===== config.mk =====
export PLATFORM = sky130hd
export DESIGN_NAME = decaying_cell_trace_threshold
export DESIGN_NICKNAME = d
export VERILOG_FILES = /design/src/dctt_pkg.sv /design/src/dctt_store.sv /design/src/dctt_scale.sv /design/src/decaying_cell_trace_threshold.sv
export SDC_FILE = /design/constraint.sdc
export NUM_CORES = 2
export LEC_CHECK = 0
export ABC_AREA = 1
export ABC_CLOCK_PERIOD_IN_PS = 8900
export BUFFER_PORTS_ARGS = -buffer_cell sky130_fd_sc_hd__clkbuf_2
export CAP_MARGIN = 20
export CELL_PAD_IN_SITES_DETAIL_PLACEMENT = 1
export CELL_PAD_IN_SITES_GLOBAL_PLACEMENT = 2
export CORE_MARGIN = 4
export CORE_UTILIZATION = 44
export CTS_CLUSTER_SIZE = 24
export DETAILED_ROUTE_END_ITERATION = 8
export MAX_ROUTING_LAYER = met4
export PLACE_DENSITY_LB_ADDON = 0.1
export SLEW_MARGIN = 10
export SYNTH_ARGS = -nofsm -noshare
export SYNTH_HDL_FRONTEND = slang
export SYNTH_SLANG_ARGS = --single-unit

===== constraint.sdc =====
create_clock -name clk -period 8.9 [get_ports clk]
set_clock_uncertainty 0.2 [all_clocks]
set_input_delay 1.78 -clock clk [delete_from_list [all_inputs] [get_ports clk]]
set_output_delay 1.78 -clock clk [all_outputs]
set_load 0.02 [all_outputs]

===== src/dctt_pkg.sv =====
// ----------------------------------------------------------------------------
// dctt_pkg: shared definitions for the decaying cell trace block
// Sizes, request and register codes, reset values and the store request.
// ----------------------------------------------------------------------------
package dctt_pkg;

  localparam int CELLS   = 64;
  localparam int CIDX_W  = (CELLS > 1) ? $clog2(CELLS) : 1;
  localparam int CNT_W   = $clog2(CELLS + 1);
  localparam int ADDR_W  = CIDX_W + 1;        // {trace, cell}
  localparam int DEPTH   = 2 ** ADDR_W;
  localparam int LVL_W   = 16;                // Q1.15 level
  localparam int FRAC_W  = 15;
  localparam int CELL_FW = 6;                 // cell_index / out_cell field
  localparam int REQ_W   = 2;
  localparam int CFG_AW  = 2;

  localparam logic [REQ_W-1:0] REQ_STEP = 2'd0;
  localparam logic [REQ_W-1:0] REQ_MARK = 2'd1;
  localparam logic [REQ_W-1:0] REQ_DUMP = 2'd2;

  localparam logic [CFG_AW-1:0] CFG_DECAY   = 2'd0;
  localparam logic [CFG_AW-1:0] CFG_THRESH  = 2'd1;
  localparam logic [CFG_AW-1:0] CFG_REFRESH = 2'd2;

  localparam logic [LVL_W-1:0] DECAY_RST   = 16'd32768;
  localparam logic [LVL_W-1:0] THRESH_RST  = 16'd16384;
  localparam logic [LVL_W-1:0] REFRESH_RST = 16'd32768;

  typedef struct packed {
    logic [ADDR_W-1:0] rd_addr;
    logic              wr_en;
    logic [ADDR_W-1:0] wr_addr;
    logic [LVL_W-1:0]  wr_data;
  } dctt_mem_req_t;

endpackage


===== src/dctt_store.sv =====
// ----------------------------------------------------------------------------
// dctt_store: level store for both traces
// One write port, one registered read port; per-entry valid bits make
// never-written entries read as zero after reset.
// ----------------------------------------------------------------------------
module dctt_store
  import dctt_pkg::*;
(
  input  logic                clk,
  input  logic                rst_n,
  input  dctt_mem_req_t       req,
  output logic [LVL_W-1:0]    rd_level
);

  logic [LVL_W-1:0] mem [DEPTH];
  logic [DEPTH-1:0] vld_r;
  logic [LVL_W-1:0] rdata_r;
  logic             rvld_r;

  always_ff @(posedge clk) begin
    if (!rst_n) begin
      vld_r <= '0;
    end else if (req.wr_en) begin
      vld_r[req.wr_addr] <= 1'b1;
    end
  end

  always_ff @(posedge clk) begin
    if (req.wr_en) begin
      mem[req.wr_addr] <= req.wr_data;
    end
    rdata_r <= mem[req.rd_addr];
    rvld_r  <= vld_r[req.rd_addr];
  end

  assign rd_level = rvld_r ? rdata_r : '0;

endmodule


===== src/dctt_scale.sv =====
// ----------------------------------------------------------------------------
// dctt_scale: shared decay multiplier
// Registered level * rate product, then >>15 with saturation to 16 bits.
// ----------------------------------------------------------------------------
module dctt_scale
  import dctt_pkg::*;
(
  input  logic                 clk,
  input  logic                 rst_n,
  input  logic                 in_vld,
  input  logic [ADDR_W-1:0]    in_addr,
  input  logic [LVL_W-1:0]     in_level,
  input  logic [LVL_W-1:0]     rate,
  output logic                 out_vld,
  output logic [ADDR_W-1:0]    out_addr,
  output logic [LVL_W-1:0]     out_level
);

  logic [2*LVL_W-1:0]        prod_r;
  logic [ADDR_W-1:0]         addr_r;
  logic                      vld_r;
  logic [2*LVL_W-FRAC_W-1:0] shifted;

  always_ff @(posedge clk) begin
    if (!rst_n) begin
      vld_r <= 1'b0;
    end else begin
      vld_r <= in_vld;
    end
  end

  always_ff @(posedge clk) begin
    prod_r <= (2*LVL_W)'(in_level) * (2*LVL_W)'(rate);
    addr_r <= in_addr;
  end

  // anything above 16 bits only when rate > 1.0
  assign shifted   = prod_r[2*LVL_W-1:FRAC_W];
  assign out_level = (|shifted[2*LVL_W-FRAC_W-1:LVL_W]) ? {LVL_W{1'b1}}
                                                         : shifted[LVL_W-1:0];
  assign out_vld   = vld_r;
  assign out_addr  = addr_r;

endmodule


===== src/decaying_cell_trace_threshold.sv =====
// ----------------------------------------------------------------------------
// decaying_cell_trace_threshold: two decaying Q1.15 cell traces with
// threshold report
// Sequencer around one level store and one shared decay multiplier.
// ----------------------------------------------------------------------------
// Usage:
//   in_*  : request transfers. in_tuser = {which_trace, req_type}; in_tdata =
//           {pad, run_flag, cell_index}. in_tready is high only while idle.
//   out_* : one transfer per reported cell, tlast on the last of a dump;
//           out_tuser = {none_found, out_trace}, out_tdata = {pad, out_cell}.
//   cfg_* : write strobe, register index, 16-bit data; written while idle.
// Request handling (until the next request can be taken):
//   mark, ignored and early-dump requests: the sequencer stays idle.
//   begin-step: one store read per cell of both traces through the single
//     multiplier, each product written back; idle again once all are written.
//   dump: one cell compared per cycle while not stalled. A hit is held one
//     cell back so tlast can be set on the real last hit; the walk pauses
//     while a held hit cannot be sent.
// Reset (rst_n low, synchronous): both traces read as zero, run flag and
//   step-seen cleared, registers to their defaults, output empty.
// The output register is decoupled: a new request is taken while the
// final result of a dump still waits for out_tready.
// ----------------------------------------------------------------------------
module decaying_cell_trace_threshold
  import dctt_pkg::*;
(
  input  logic                clk,
  input  logic                rst_n,
  // request channel
  input  logic                in_tvalid,
  output logic                in_tready,
  input  logic [7:0]          in_tdata,   // [5:0] cell_index, [6] run_flag
  input  logic [2:0]          in_tuser,   // [1:0] req_type, [2] which_trace
  // result channel
  output logic                out_tvalid,
  input  logic                out_tready,
  output logic [7:0]          out_tdata,  // [5:0] out_cell
  output logic [1:0]          out_tuser,  // [0] out_trace, [1] none_found
  output logic                out_tlast,
  // configuration
  input  logic                cfg_we,
  input  logic [CFG_AW-1:0]   cfg_addr,
  input  logic [LVL_W-1:0]    cfg_wdata
);

  localparam logic [1:0] S_IDLE  = 2'd0;
  localparam logic [1:0] S_DECAY = 2'd1;
  localparam logic [1:0] S_DUMP  = 2'd2;
  localparam logic [1:0] S_DFIN  = 2'd3;

  localparam logic [CNT_W-1:0] CNT_END  = CNT_W'(CELLS);
  localparam logic [CNT_W-1:0] CNT_LAST = CNT_W'(CELLS - 1);

  // input fields
  logic [REQ_W-1:0]   req_type;
  logic               which_trace;
  logic [CELL_FW-1:0] cell_index;
  logic               run_flag;

  assign req_type    = in_tuser[1:0];
  assign which_trace = in_tuser[2];
  assign cell_index  = in_tdata[5:0];
  assign run_flag    = in_tdata[6];

  // configuration registers
  logic [LVL_W-1:0] rate_r, thr_r, refr_r;

  // sequencer state
  logic [1:0]         state_r, state_nxt;
  logic [CNT_W-1:0]   cnt_r, cnt_nxt;
  logic               trc_r, trc_nxt;
  logic               d_vld_r, d_vld_nxt;      // store read in flight
  logic [ADDR_W-1:0]  d_addr_r, d_addr_nxt;
  logic               pend_vld_r, pend_vld_nxt; // held hit
  logic [CIDX_W-1:0]  pend_idx_r, pend_idx_nxt;
  logic               step_seen_r, step_seen_nxt;
  logic               run_r, run_nxt;

  // output register
  logic               out_vld_r, out_vld_nxt;
  logic               out_trc_r, out_trc_nxt;
  logic [CELL_FW-1:0] out_cell_r, out_cell_nxt;
  logic               out_none_r, out_none_nxt;
  logic               out_last_r, out_last_nxt;

  // datapath links
  dctt_mem_req_t      mreq;
  logic [LVL_W-1:0]   level;
  logic               sc_vld;
  logic [ADDR_W-1:0]  sc_addr;
  logic [LVL_W-1:0]   sc_level;

  logic               in_xfer;
  logic               issuing;
  logic               hit;
  logic               push_ok;
  logic               stall;
  logic               mark_wr;
  logic [ADDR_W-1:0]  walk_addr;

  assign in_tready = (state_r == S_IDLE);
  assign in_xfer   = in_tvalid && in_tready;
  assign issuing   = (cnt_r < CNT_END);
  assign push_ok   = !out_vld_r || out_tready;
  assign hit       = d_vld_r && (level >= thr_r);
  assign stall     = (state_r == S_DUMP) && hit && pend_vld_r && !push_ok;
  assign walk_addr = {trc_r, cnt_r[CIDX_W-1:0]};
  assign mark_wr   = in_xfer && (req_type == REQ_MARK) && run_r &&
                     ({1'b0, cell_index} < (CELL_FW + 1)'(CELLS));

  // store port: reads follow the walk (or replay on stall); writes come
  // from the multiplier during decay, from a mark otherwise
  always_comb begin
    mreq.rd_addr = stall ? d_addr_r : walk_addr;
    if (sc_vld) begin
      mreq.wr_en   = 1'b1;
      mreq.wr_addr = sc_addr;
      mreq.wr_data = sc_level;
    end else begin
      mreq.wr_en   = mark_wr;
      mreq.wr_addr = {which_trace, cell_index[CIDX_W-1:0]};
      mreq.wr_data = refr_r;
    end
  end

  dctt_store u_store (
    .clk      (clk),
    .rst_n    (rst_n),
    .req      (mreq),
    .rd_level (level)
  );

  dctt_scale u_scale (
    .clk       (clk),
    .rst_n     (rst_n),
    .in_vld    (d_vld_r && (state_r == S_DECAY)),
    .in_addr   (d_addr_r),
    .in_level  (level),
    .rate      (rate_r),
    .out_vld   (sc_vld),
    .out_addr  (sc_addr),
    .out_level (sc_level)
  );

  // sequencer
  always_comb begin
    state_nxt     = state_r;
    cnt_nxt       = cnt_r;
    trc_nxt       = trc_r;
    d_vld_nxt     = 1'b0;
    d_addr_nxt    = d_addr_r;
    pend_vld_nxt  = pend_vld_r;
    pend_idx_nxt  = pend_idx_r;
    step_seen_nxt = step_seen_r;
    run_nxt       = run_r;
    out_vld_nxt   = out_vld_r && !out_tready;
    out_trc_nxt   = out_trc_r;
    out_cell_nxt  = out_cell_r;
    out_none_nxt  = out_none_r;
    out_last_nxt  = out_last_r;

    unique case (state_r)
      S_IDLE: begin
        if (in_xfer) begin
          if (req_type == REQ_STEP) begin
            state_nxt     = S_DECAY;
            cnt_nxt       = '0;
            trc_nxt       = 1'b0;
            run_nxt       = run_flag;
            step_seen_nxt = 1'b1;
          end else if (req_type == REQ_DUMP && step_seen_r) begin
            state_nxt    = S_DUMP;
            cnt_nxt      = '0;
            trc_nxt      = which_trace;
            pend_vld_nxt = 1'b0;
          end
        end
      end

      S_DECAY: begin
        d_vld_nxt  = issuing;
        d_addr_nxt = walk_addr;
        if (issuing) begin
          if (cnt_r == CNT_LAST && !trc_r) begin
            cnt_nxt = '0;
            trc_nxt = 1'b1;
          end else begin
            cnt_nxt = cnt_r + 1'b1;
          end
        end else if (!d_vld_r && !sc_vld) begin
          state_nxt = S_IDLE;
        end
      end

      S_DUMP: begin
        if (stall) begin
          d_vld_nxt = 1'b1;
        end else begin
          d_vld_nxt  = issuing;
          d_addr_nxt = walk_addr;
          if (issuing) begin
            cnt_nxt = cnt_r + 1'b1;
          end
          if (hit) begin
            if (pend_vld_r) begin
              // a later hit exists, so the held one is not last
              out_vld_nxt  = 1'b1;
              out_trc_nxt  = trc_r;
              out_cell_nxt = CELL_FW'(pend_idx_r);
              out_none_nxt = 1'b0;
              out_last_nxt = 1'b0;
            end
            pend_vld_nxt = 1'b1;
            pend_idx_nxt = d_addr_r[CIDX_W-1:0];
          end
          if (!issuing && !d_vld_r) begin
            state_nxt = S_DFIN;
          end
        end
      end

      S_DFIN: begin
        // final transfer: held hit with tlast, or the empty marker
        if (push_ok) begin
          out_vld_nxt  = 1'b1;
          out_trc_nxt  = trc_r;
          out_cell_nxt = pend_vld_r ? CELL_FW'(pend_idx_r) : '0;
          out_none_nxt = !pend_vld_r;
          out_last_nxt = 1'b1;
          state_nxt    = S_IDLE;
        end
      end

      default: state_nxt = S_IDLE;
    endcase
  end

  // control registers
  always_ff @(posedge clk) begin
    if (!rst_n) begin
      state_r     <= S_IDLE;
      cnt_r       <= '0;
      trc_r       <= 1'b0;
      d_vld_r     <= 1'b0;
      pend_vld_r  <= 1'b0;
      step_seen_r <= 1'b0;
      run_r       <= 1'b0;
      out_vld_r   <= 1'b0;
    end else begin
      state_r     <= state_nxt;
      cnt_r       <= cnt_nxt;
      trc_r       <= trc_nxt;
      d_vld_r     <= d_vld_nxt;
      pend_vld_r  <= pend_vld_nxt;
      step_seen_r <= step_seen_nxt;
      run_r       <= run_nxt;
      out_vld_r   <= out_vld_nxt;
    end
  end

  // payload registers
  always_ff @(posedge clk) begin
    d_addr_r   <= d_addr_nxt;
    pend_idx_r <= pend_idx_nxt;
    out_trc_r  <= out_trc_nxt;
    out_cell_r <= out_cell_nxt;
    out_none_r <= out_none_nxt;
    out_last_r <= out_last_nxt;
  end

  // configuration registers
  always_ff @(posedge clk) begin
    if (!rst_n) begin
      rate_r <= DECAY_RST;
      thr_r  <= THRESH_RST;
      refr_r <= REFRESH_RST;
    end else if (cfg_we) begin
      unique case (cfg_addr)
        CFG_DECAY:   rate_r <= cfg_wdata;
        CFG_THRESH:  thr_r  <= cfg_wdata;
        CFG_REFRESH: refr_r <= cfg_wdata;
        default: ;   // unused index, write dropped
      endcase
    end
  end

  assign out_tvalid = out_vld_r;
  assign out_tdata  = {{(8 - CELL_FW){1'b0}}, out_cell_r};
  assign out_tuser  = {out_none_r, out_trc_r};
  assign out_tlast  = out_last_r;

endmodule

Word level (Yosys, flattened, before mapping)
Memory sizes are Yosys's and may differ from the RTL's. A register that Yosys moved wholly into a read port is not among the register bits.
Cells that the tools add are included.

storage, ports and cells
  logic and storage cells = 160
  bits in latches = 0
  bits in registers = 254
  RAM bits = 2048
  output and inout bits = 13
  bits in read-only memories = 0
  memories = 1

memories
  name         depth  width  rd ports  clocked after memory_dff  wr ports  RTL line          source
  u_store.mem  128    16     1         1                         1         dctt_store.sv:15  logic [LVL_W-1:0] mem [DEPTH];

operators by class
  multipliers = 1
  reduce and logical (&&, ||, !) cells = 41
  equal/unequal tests = 22
  bitwise operators = 2
  add/subtract/negate cells = 1
  $lt $le $gt $ge = 5
  divide/modulo/power cells = 0
  muxes and demuxes = 65
  shifts and indexed selects = 0

operators by type and width
  operator               count
  $or A128 B128 Y128     1
  $mux W7                8
  $mul A16 B16 Y32       1
  $mux W16               2
  $mux W6                5
  $mux W1                28
  $mux W24               1
  $pmux W7 S3            1
  $ge A16 B16 Y1         1
  $lt A7 B8 Y1 const B   2
  $mux W2                8
  $ne A2 B2 Y1 const B   8
  $logic_and A1 B1 Y1    14
  $pmux W1 S2            7
  $pmux W7 S2            1
  $pmux W6 S2            1
  $reduce_and A6 Y1      2
  $ne A2 B1 Y1 const B   5
  $reduce_and A5 Y1      2
  $eq A2 B2 Y1 const B   4
  $logic_not A1 Y1       8
  $pmux W2 S4            1
  $reduce_bool A2 Y1     4
  $add A7 B1 Y7 const B  1
  14 further kinds       21

Depth between registers and ports, before layout
  depth after elaboration = 10
  depth in mapped cells = 31
  gate-level depth less buffers = 29

Modules after synthesis
Synthesis repeated with hierarchy kept, for this count alone.

unflattened totals
  cell total of the unflattened synthesis = 9391
  area, all modules = 101464.8 um2

modules (own cells, without submodules)
  module                         seq. area each (um2)  area each (um2)  cells an instance  instances
  dctt_store                     64401.8               87729.1          7537               1
  dctt_scale                     500.5                 9532.9           1293               1
  decaying_cell_trace_threshold  1921.8                4202.8           561                1

Worst setup path before layout
OpenSTA, ideal clock, no wires.

  path kind = flip-flop to flip-flop
  start point = register u_scale.vld_r, in the netlist u_scale.out_vld
  end point = memory u_store.mem[0][0], data pin
  period minus slack after synthesis = 7.081 ns
  cell stages (with the launch flop) = 4
  setup time = 1.197 ns
  required time = 7.503 ns
  data arrival time = 5.683 ns
  path buffers = 2
  slack = 1.819 ns
  cells stage by stage = dfxtp_1 -> clkbuf_1 -> clkbuf_1 -> o21ai_0

RTL lines
  item                    RTL line          source
  from (decl)             dctt_scale.sv:21  logic vld_r;
  from (signal assigned)  dctt_scale.sv:28  vld_r <= in_vld;
  to (decl)               dctt_store.sv:15

Final worst setup path
  start point = register u_store.rvld_r
  end point = register u_scale.prod_r[29]

on the way
  cells in the longest elaborated chain, start to end = 2

RTL lines
  item                    RTL line          source
  from (decl)             dctt_store.sv:18  logic rvld_r;
  from (signal assigned)  dctt_store.sv:33  rvld_r <= vld_r[req.rd_addr];
  $mux W16                dctt_store.sv:36  assign rd_level = rvld_r ? rdata_r : '0;
  $mul A16 B16 Y32        dctt_scale.sv:33  prod_r <= (2*LVL_W)'(in_level) * (2*LVL_W)'(rate);
  to (signal assigned)    dctt_scale.sv:33
  to (decl)               dctt_scale.sv:19  logic [2*LVL_W-1:0] prod_r;

Every way passes these cells.
A chain may end at the register's enable or synchronous reset.

==> flow_summary_export.csv <==
group,metric,value,unit
job,max_cap_violations,0,
setup_path,worst_setup_path_start_kind,"register",
sta,smallest_hold_slack,0.196,ns
setup_path,worstSetupStartpoint,"u_store.rvld_r",
logic_synthesis,synth.avg_cell_area,11.2,um^2
global_route,grtUsageTotal,0.283,
power,worst_ir_drop_vdd,0.247,mV
setup_path,critical_path_arrival,8.20,ns
routing,dr_total_vias,70200,
sta,finalHoldViolCount,0,
setup_path,required,9.43,ns
clock_tree,clk_latency_worst_skew_pair,0.92,ns
routing,post_drt_wl_per_cell,26.9,um
clock_tree,clock-sinks,2303,
placed_design,gp_congestion,0.884,
setup_path,endpoint_kind,"register",
sta,fmax,130,MHz
sta,final-max-slew-violation-count,0,
finish,area.growth.synth_to_final,12.4,%
sta,timing.final.setup_violations,0,
clock_tree,numCtsBuffers,275,
finish,final_net_count,9307,
clock_tree,post_cts_resize_count,0,
worst_hold_path,min_path_type,"reg -> reg",
placed_design,io_buffer_count,43,
sta,slew_headroom,0.217,
die,die_h,486,um
sta,final_period_minus_worst_setup_slack,7.67,ns
logic_synthesis,synth-warning-count,0,
die,number_of_primary_i_o_pins,47,
routing,drt_iter0_drc,6383,
die,coreArea,0.227,mm^2
logic_synthesis,yosys.cell_types.count,44,
clock_tree,cts_post_setup_buffers_inserted,0,
sta,max_slew.worst_pin.slew,1.17,ns
clock_tree,clkTransAtPathRegs,0.06,ns
clock_tree,tritoncts,"yes",
die,initial_utilization,0.442,
power,static-leakage-power,41.2,nW
power,p_per_area,289,mW/mm^2
global_route,largest_net_degree_at_the_start_of_global_routing,161,
global_route,grt_pass1_wl,484000,um
logic_synthesis,synth.cell_area,0.100,mm^2
placed_design,place_hpwl,191000,um
setup_path,worstSetupPathType,"reg -> reg",
worst_hold_path,hold_path.startpoint,"d_addr_r[6]",
clock_tree,postCtsHoldBufs,0,
power,power,32.6,mW
die,floorplan.rows,175,
logic_synthesis,seq_area_frac_synth,0.665,
routing,detail_route.drc_violations,0,
logic_synthesis,yosys_register_bits,2303,
outcome,status,"completed",
global_route,grt.overflow.total,0,
clock_tree,cts_max_path_buffers,4,
routing,drt.antenna.violating_nets,0,
die,dieWidth,486,um
setup_path,critical-path-max-stage-delay,0.66,ns
sta,min_period_over_period,0.862,
finish,total_area_of_multi_input_combinational_cells,0.0299,mm^2
global_route,antenna_found_initial,11,
setup_path,cp_max_fo,16,
clock_tree,h-tree-depth,5,
finish,register_area,0.0668,mm^2
finish,num-fill-cells,23800,
routing,totalWireLength,327000,um
sta,setup_total_negative_slack,0,ns
setup_path,critPathSlowestCell,"dfxtp_1",
die,dieArea,0.236,mm^2
clock_tree,cts.root.buffer_cell,"clkbuf_16",
routing,avgViaCountPerCell,5.78,
global_route,first_global_vias,72400,
routing,drtPass1Iterations,6,
sta,grt_setup_unrepaired,"no",
setup_path,reg2reg_from,"u_store.rvld_r",
logic_synthesis,post_synth_inst_count,8948,
finish,drive_gt1_frac,0.0809,
[placed cells by master, fill, tap and decap left out, types with 8 or more instances in the layout]
cell and instances:
a21oi_1 91, buf_12 35, buf_4 209, buf_8 12, clkbuf_1 76, clkbuf_16 279, clkbuf_2 42, clkbuf_8 28
clkinv_1 44, clkinv_2 30, dfxtp_1 232, edfxtp_1 2070, fa_1 193, ha_1 123, inv_1 367, nand2_1 2219
nand3_1 2363, nand4_1 11, nor2_1 369, nor2_2 35, nor3_1 9, o211ai_1 8, o21a_1 91, o21ai_0 87
o21ai_4 22, xnor2_1 8, xor2_1 13
[kinds of logic (layout without fill, tap and decap cells)]
| logic type | Yosys count | count (layout) | synth area share |
|---|---|---|---|
| other | 1 | 8 | 0.0000373 |
| AOI/OAI and AO/OA | 322 | 322 | 0.0192 |
| xor gates and xnor gates | 21 | 21 | 0.00183 |
| DFF | 2303 | 2303 | 0.665 |
| buffers and inverters | 955 | 1146 | 0.0414 |
| and+or+nand+nor | 5030 | 5030 | 0.218 |
| adders and majority gates | 316 | 316 | 0.0538 |
[registers in the layout (all words and copies together), names as in the netlist, 2 cells and up]
signal / count
u_store.mem: 2048
u_store.vld_r: 128
u_scale.prod_r: 17
rate_r: 16
refr_r: 16
thr_r: 16
u_store.rdata_r: 16
cnt_r: 7
d_addr_r: 7
u_scale.out_addr: 7
out_cell_r: 6
pend_idx_r: 6
state_r: 2
[per-layer routing]
layer | wire, um | track usage | vias to the layer above
li1 | - | - | 31200
met1 | 140000 | 0.377 | 36400
met2 | 159000 | 0.458 | 2085
met3 | 18500 | 0.0361 | 489
met4 | 9830 | 0.0830 | 0
met5 | 0 | - | -
[stage by stage]
| step | instances | util | worst slack (ns) | cell area, um^2 |
|---|---|---|---|---|
| after global placement | 11700 | 0.459 | 1.24 | 104000 |
| final | 12200 | 0.497 | 1.23 | 113000 |
| after CTS | 12100 | 0.496 | 1.28 | 113000 |
| after detailed placement | 11700 | 0.460 | 1.31 | 105000 |
| after floorplan | 8949 | - | 1.82 | 100000 |
| after global routing | 12200 | 0.497 | 0.801 | 113000 |
[critical path, delay by kind of cell, from the launching register on]
kind | cells | cell delay (ns)
simple gates | 7 | 0.98
flops | 1 | 0.66
fa+ha+maj | 7 | 3.43
xor+xnor | 1 | 0.16
compound gates | 5 | 1.10
buf+inv | 6 | 0.99
[final cells by class]
type                            instances  area share
Antenna cell                            6    0.000133
Sequential cell                      2303       0.592
Inverter                              383      0.0129
Clock inverter                         77     0.00477
Multi-Input combinational cell       5691       0.265
Timing Repair Buffer                  303      0.0244
Clock buffer                          383      0.0678
Tap cell                             3009      0.0334
[final timing paths]
kind	endpoint	slack (ns)	cells past startpoint
min reg2reg	u_scale.out_addr[6]	0.20	0
max	u_scale.prod_r[29]	1.23	26
max reg2reg	u_scale.prod_r[29]	1.23	26
min	u_scale.out_addr[6]	0.20	0
[cell usage after synthesis (all sizes together)]
| cell | instances | share of area |
|---|---|---|
| buf | 419 | 0.021 |
| conb | 1 | 0.000037 |
| ha | 123 | 0.015 |
| a311oi | 1 | 0.000087 |
| a221oi | 3 | 0.00026 |
| a2111oi | 1 | 0.000087 |
| xnor2 | 8 | 0.00070 |
| o21bai | 2 | 0.00015 |
| o22ai | 1 | 0.000062 |
| dfxtp | 233 | 0.046 |
| a22oi | 1 | 0.000075 |
| a31oi | 6 | 0.00037 |
| a211oi | 5 | 0.00037 |
| edfxtp | 2070 | 0.62 |
| nand3b | 1 | 0.000075 |
| o21a | 91 | 0.0068 |
| nand3 | 2370 | 0.12 |
| clkbuf | 153 | 0.0057 |
| nor3b | 1 | 0.000075 |
| o32ai | 1 | 0.000087 |
| o211ai | 8 | 0.00060 |
| inv | 373 | 0.014 |
| xor2 | 13 | 0.0011 |
| fa | 193 | 0.038 |
| a21oi | 91 | 0.0045 |
| nor3 | 9 | 0.00045 |
| nand2 | 2224 | 0.083 |
| or2 | 6 | 0.00037 |
| clkinv | 10 | 0.00037 |
| nor2 | 405 | 0.015 |
| nand4 | 12 | 0.00081 |
| o21ai | 111 | 0.0057 |
| nor4 | 2 | 0.00012 |
[power breakdown]
| group | switching [mW] | internal (mW) | total (mW) |
|---|---|---|---|
| clock network | 4.28 | 6.13 | 10.4 |
| logic | 7.50 | 2.64 | 10.1 |
| registers | 0.105 | 12.0 | 12.1 |
(Power assumes the default switching activity.)
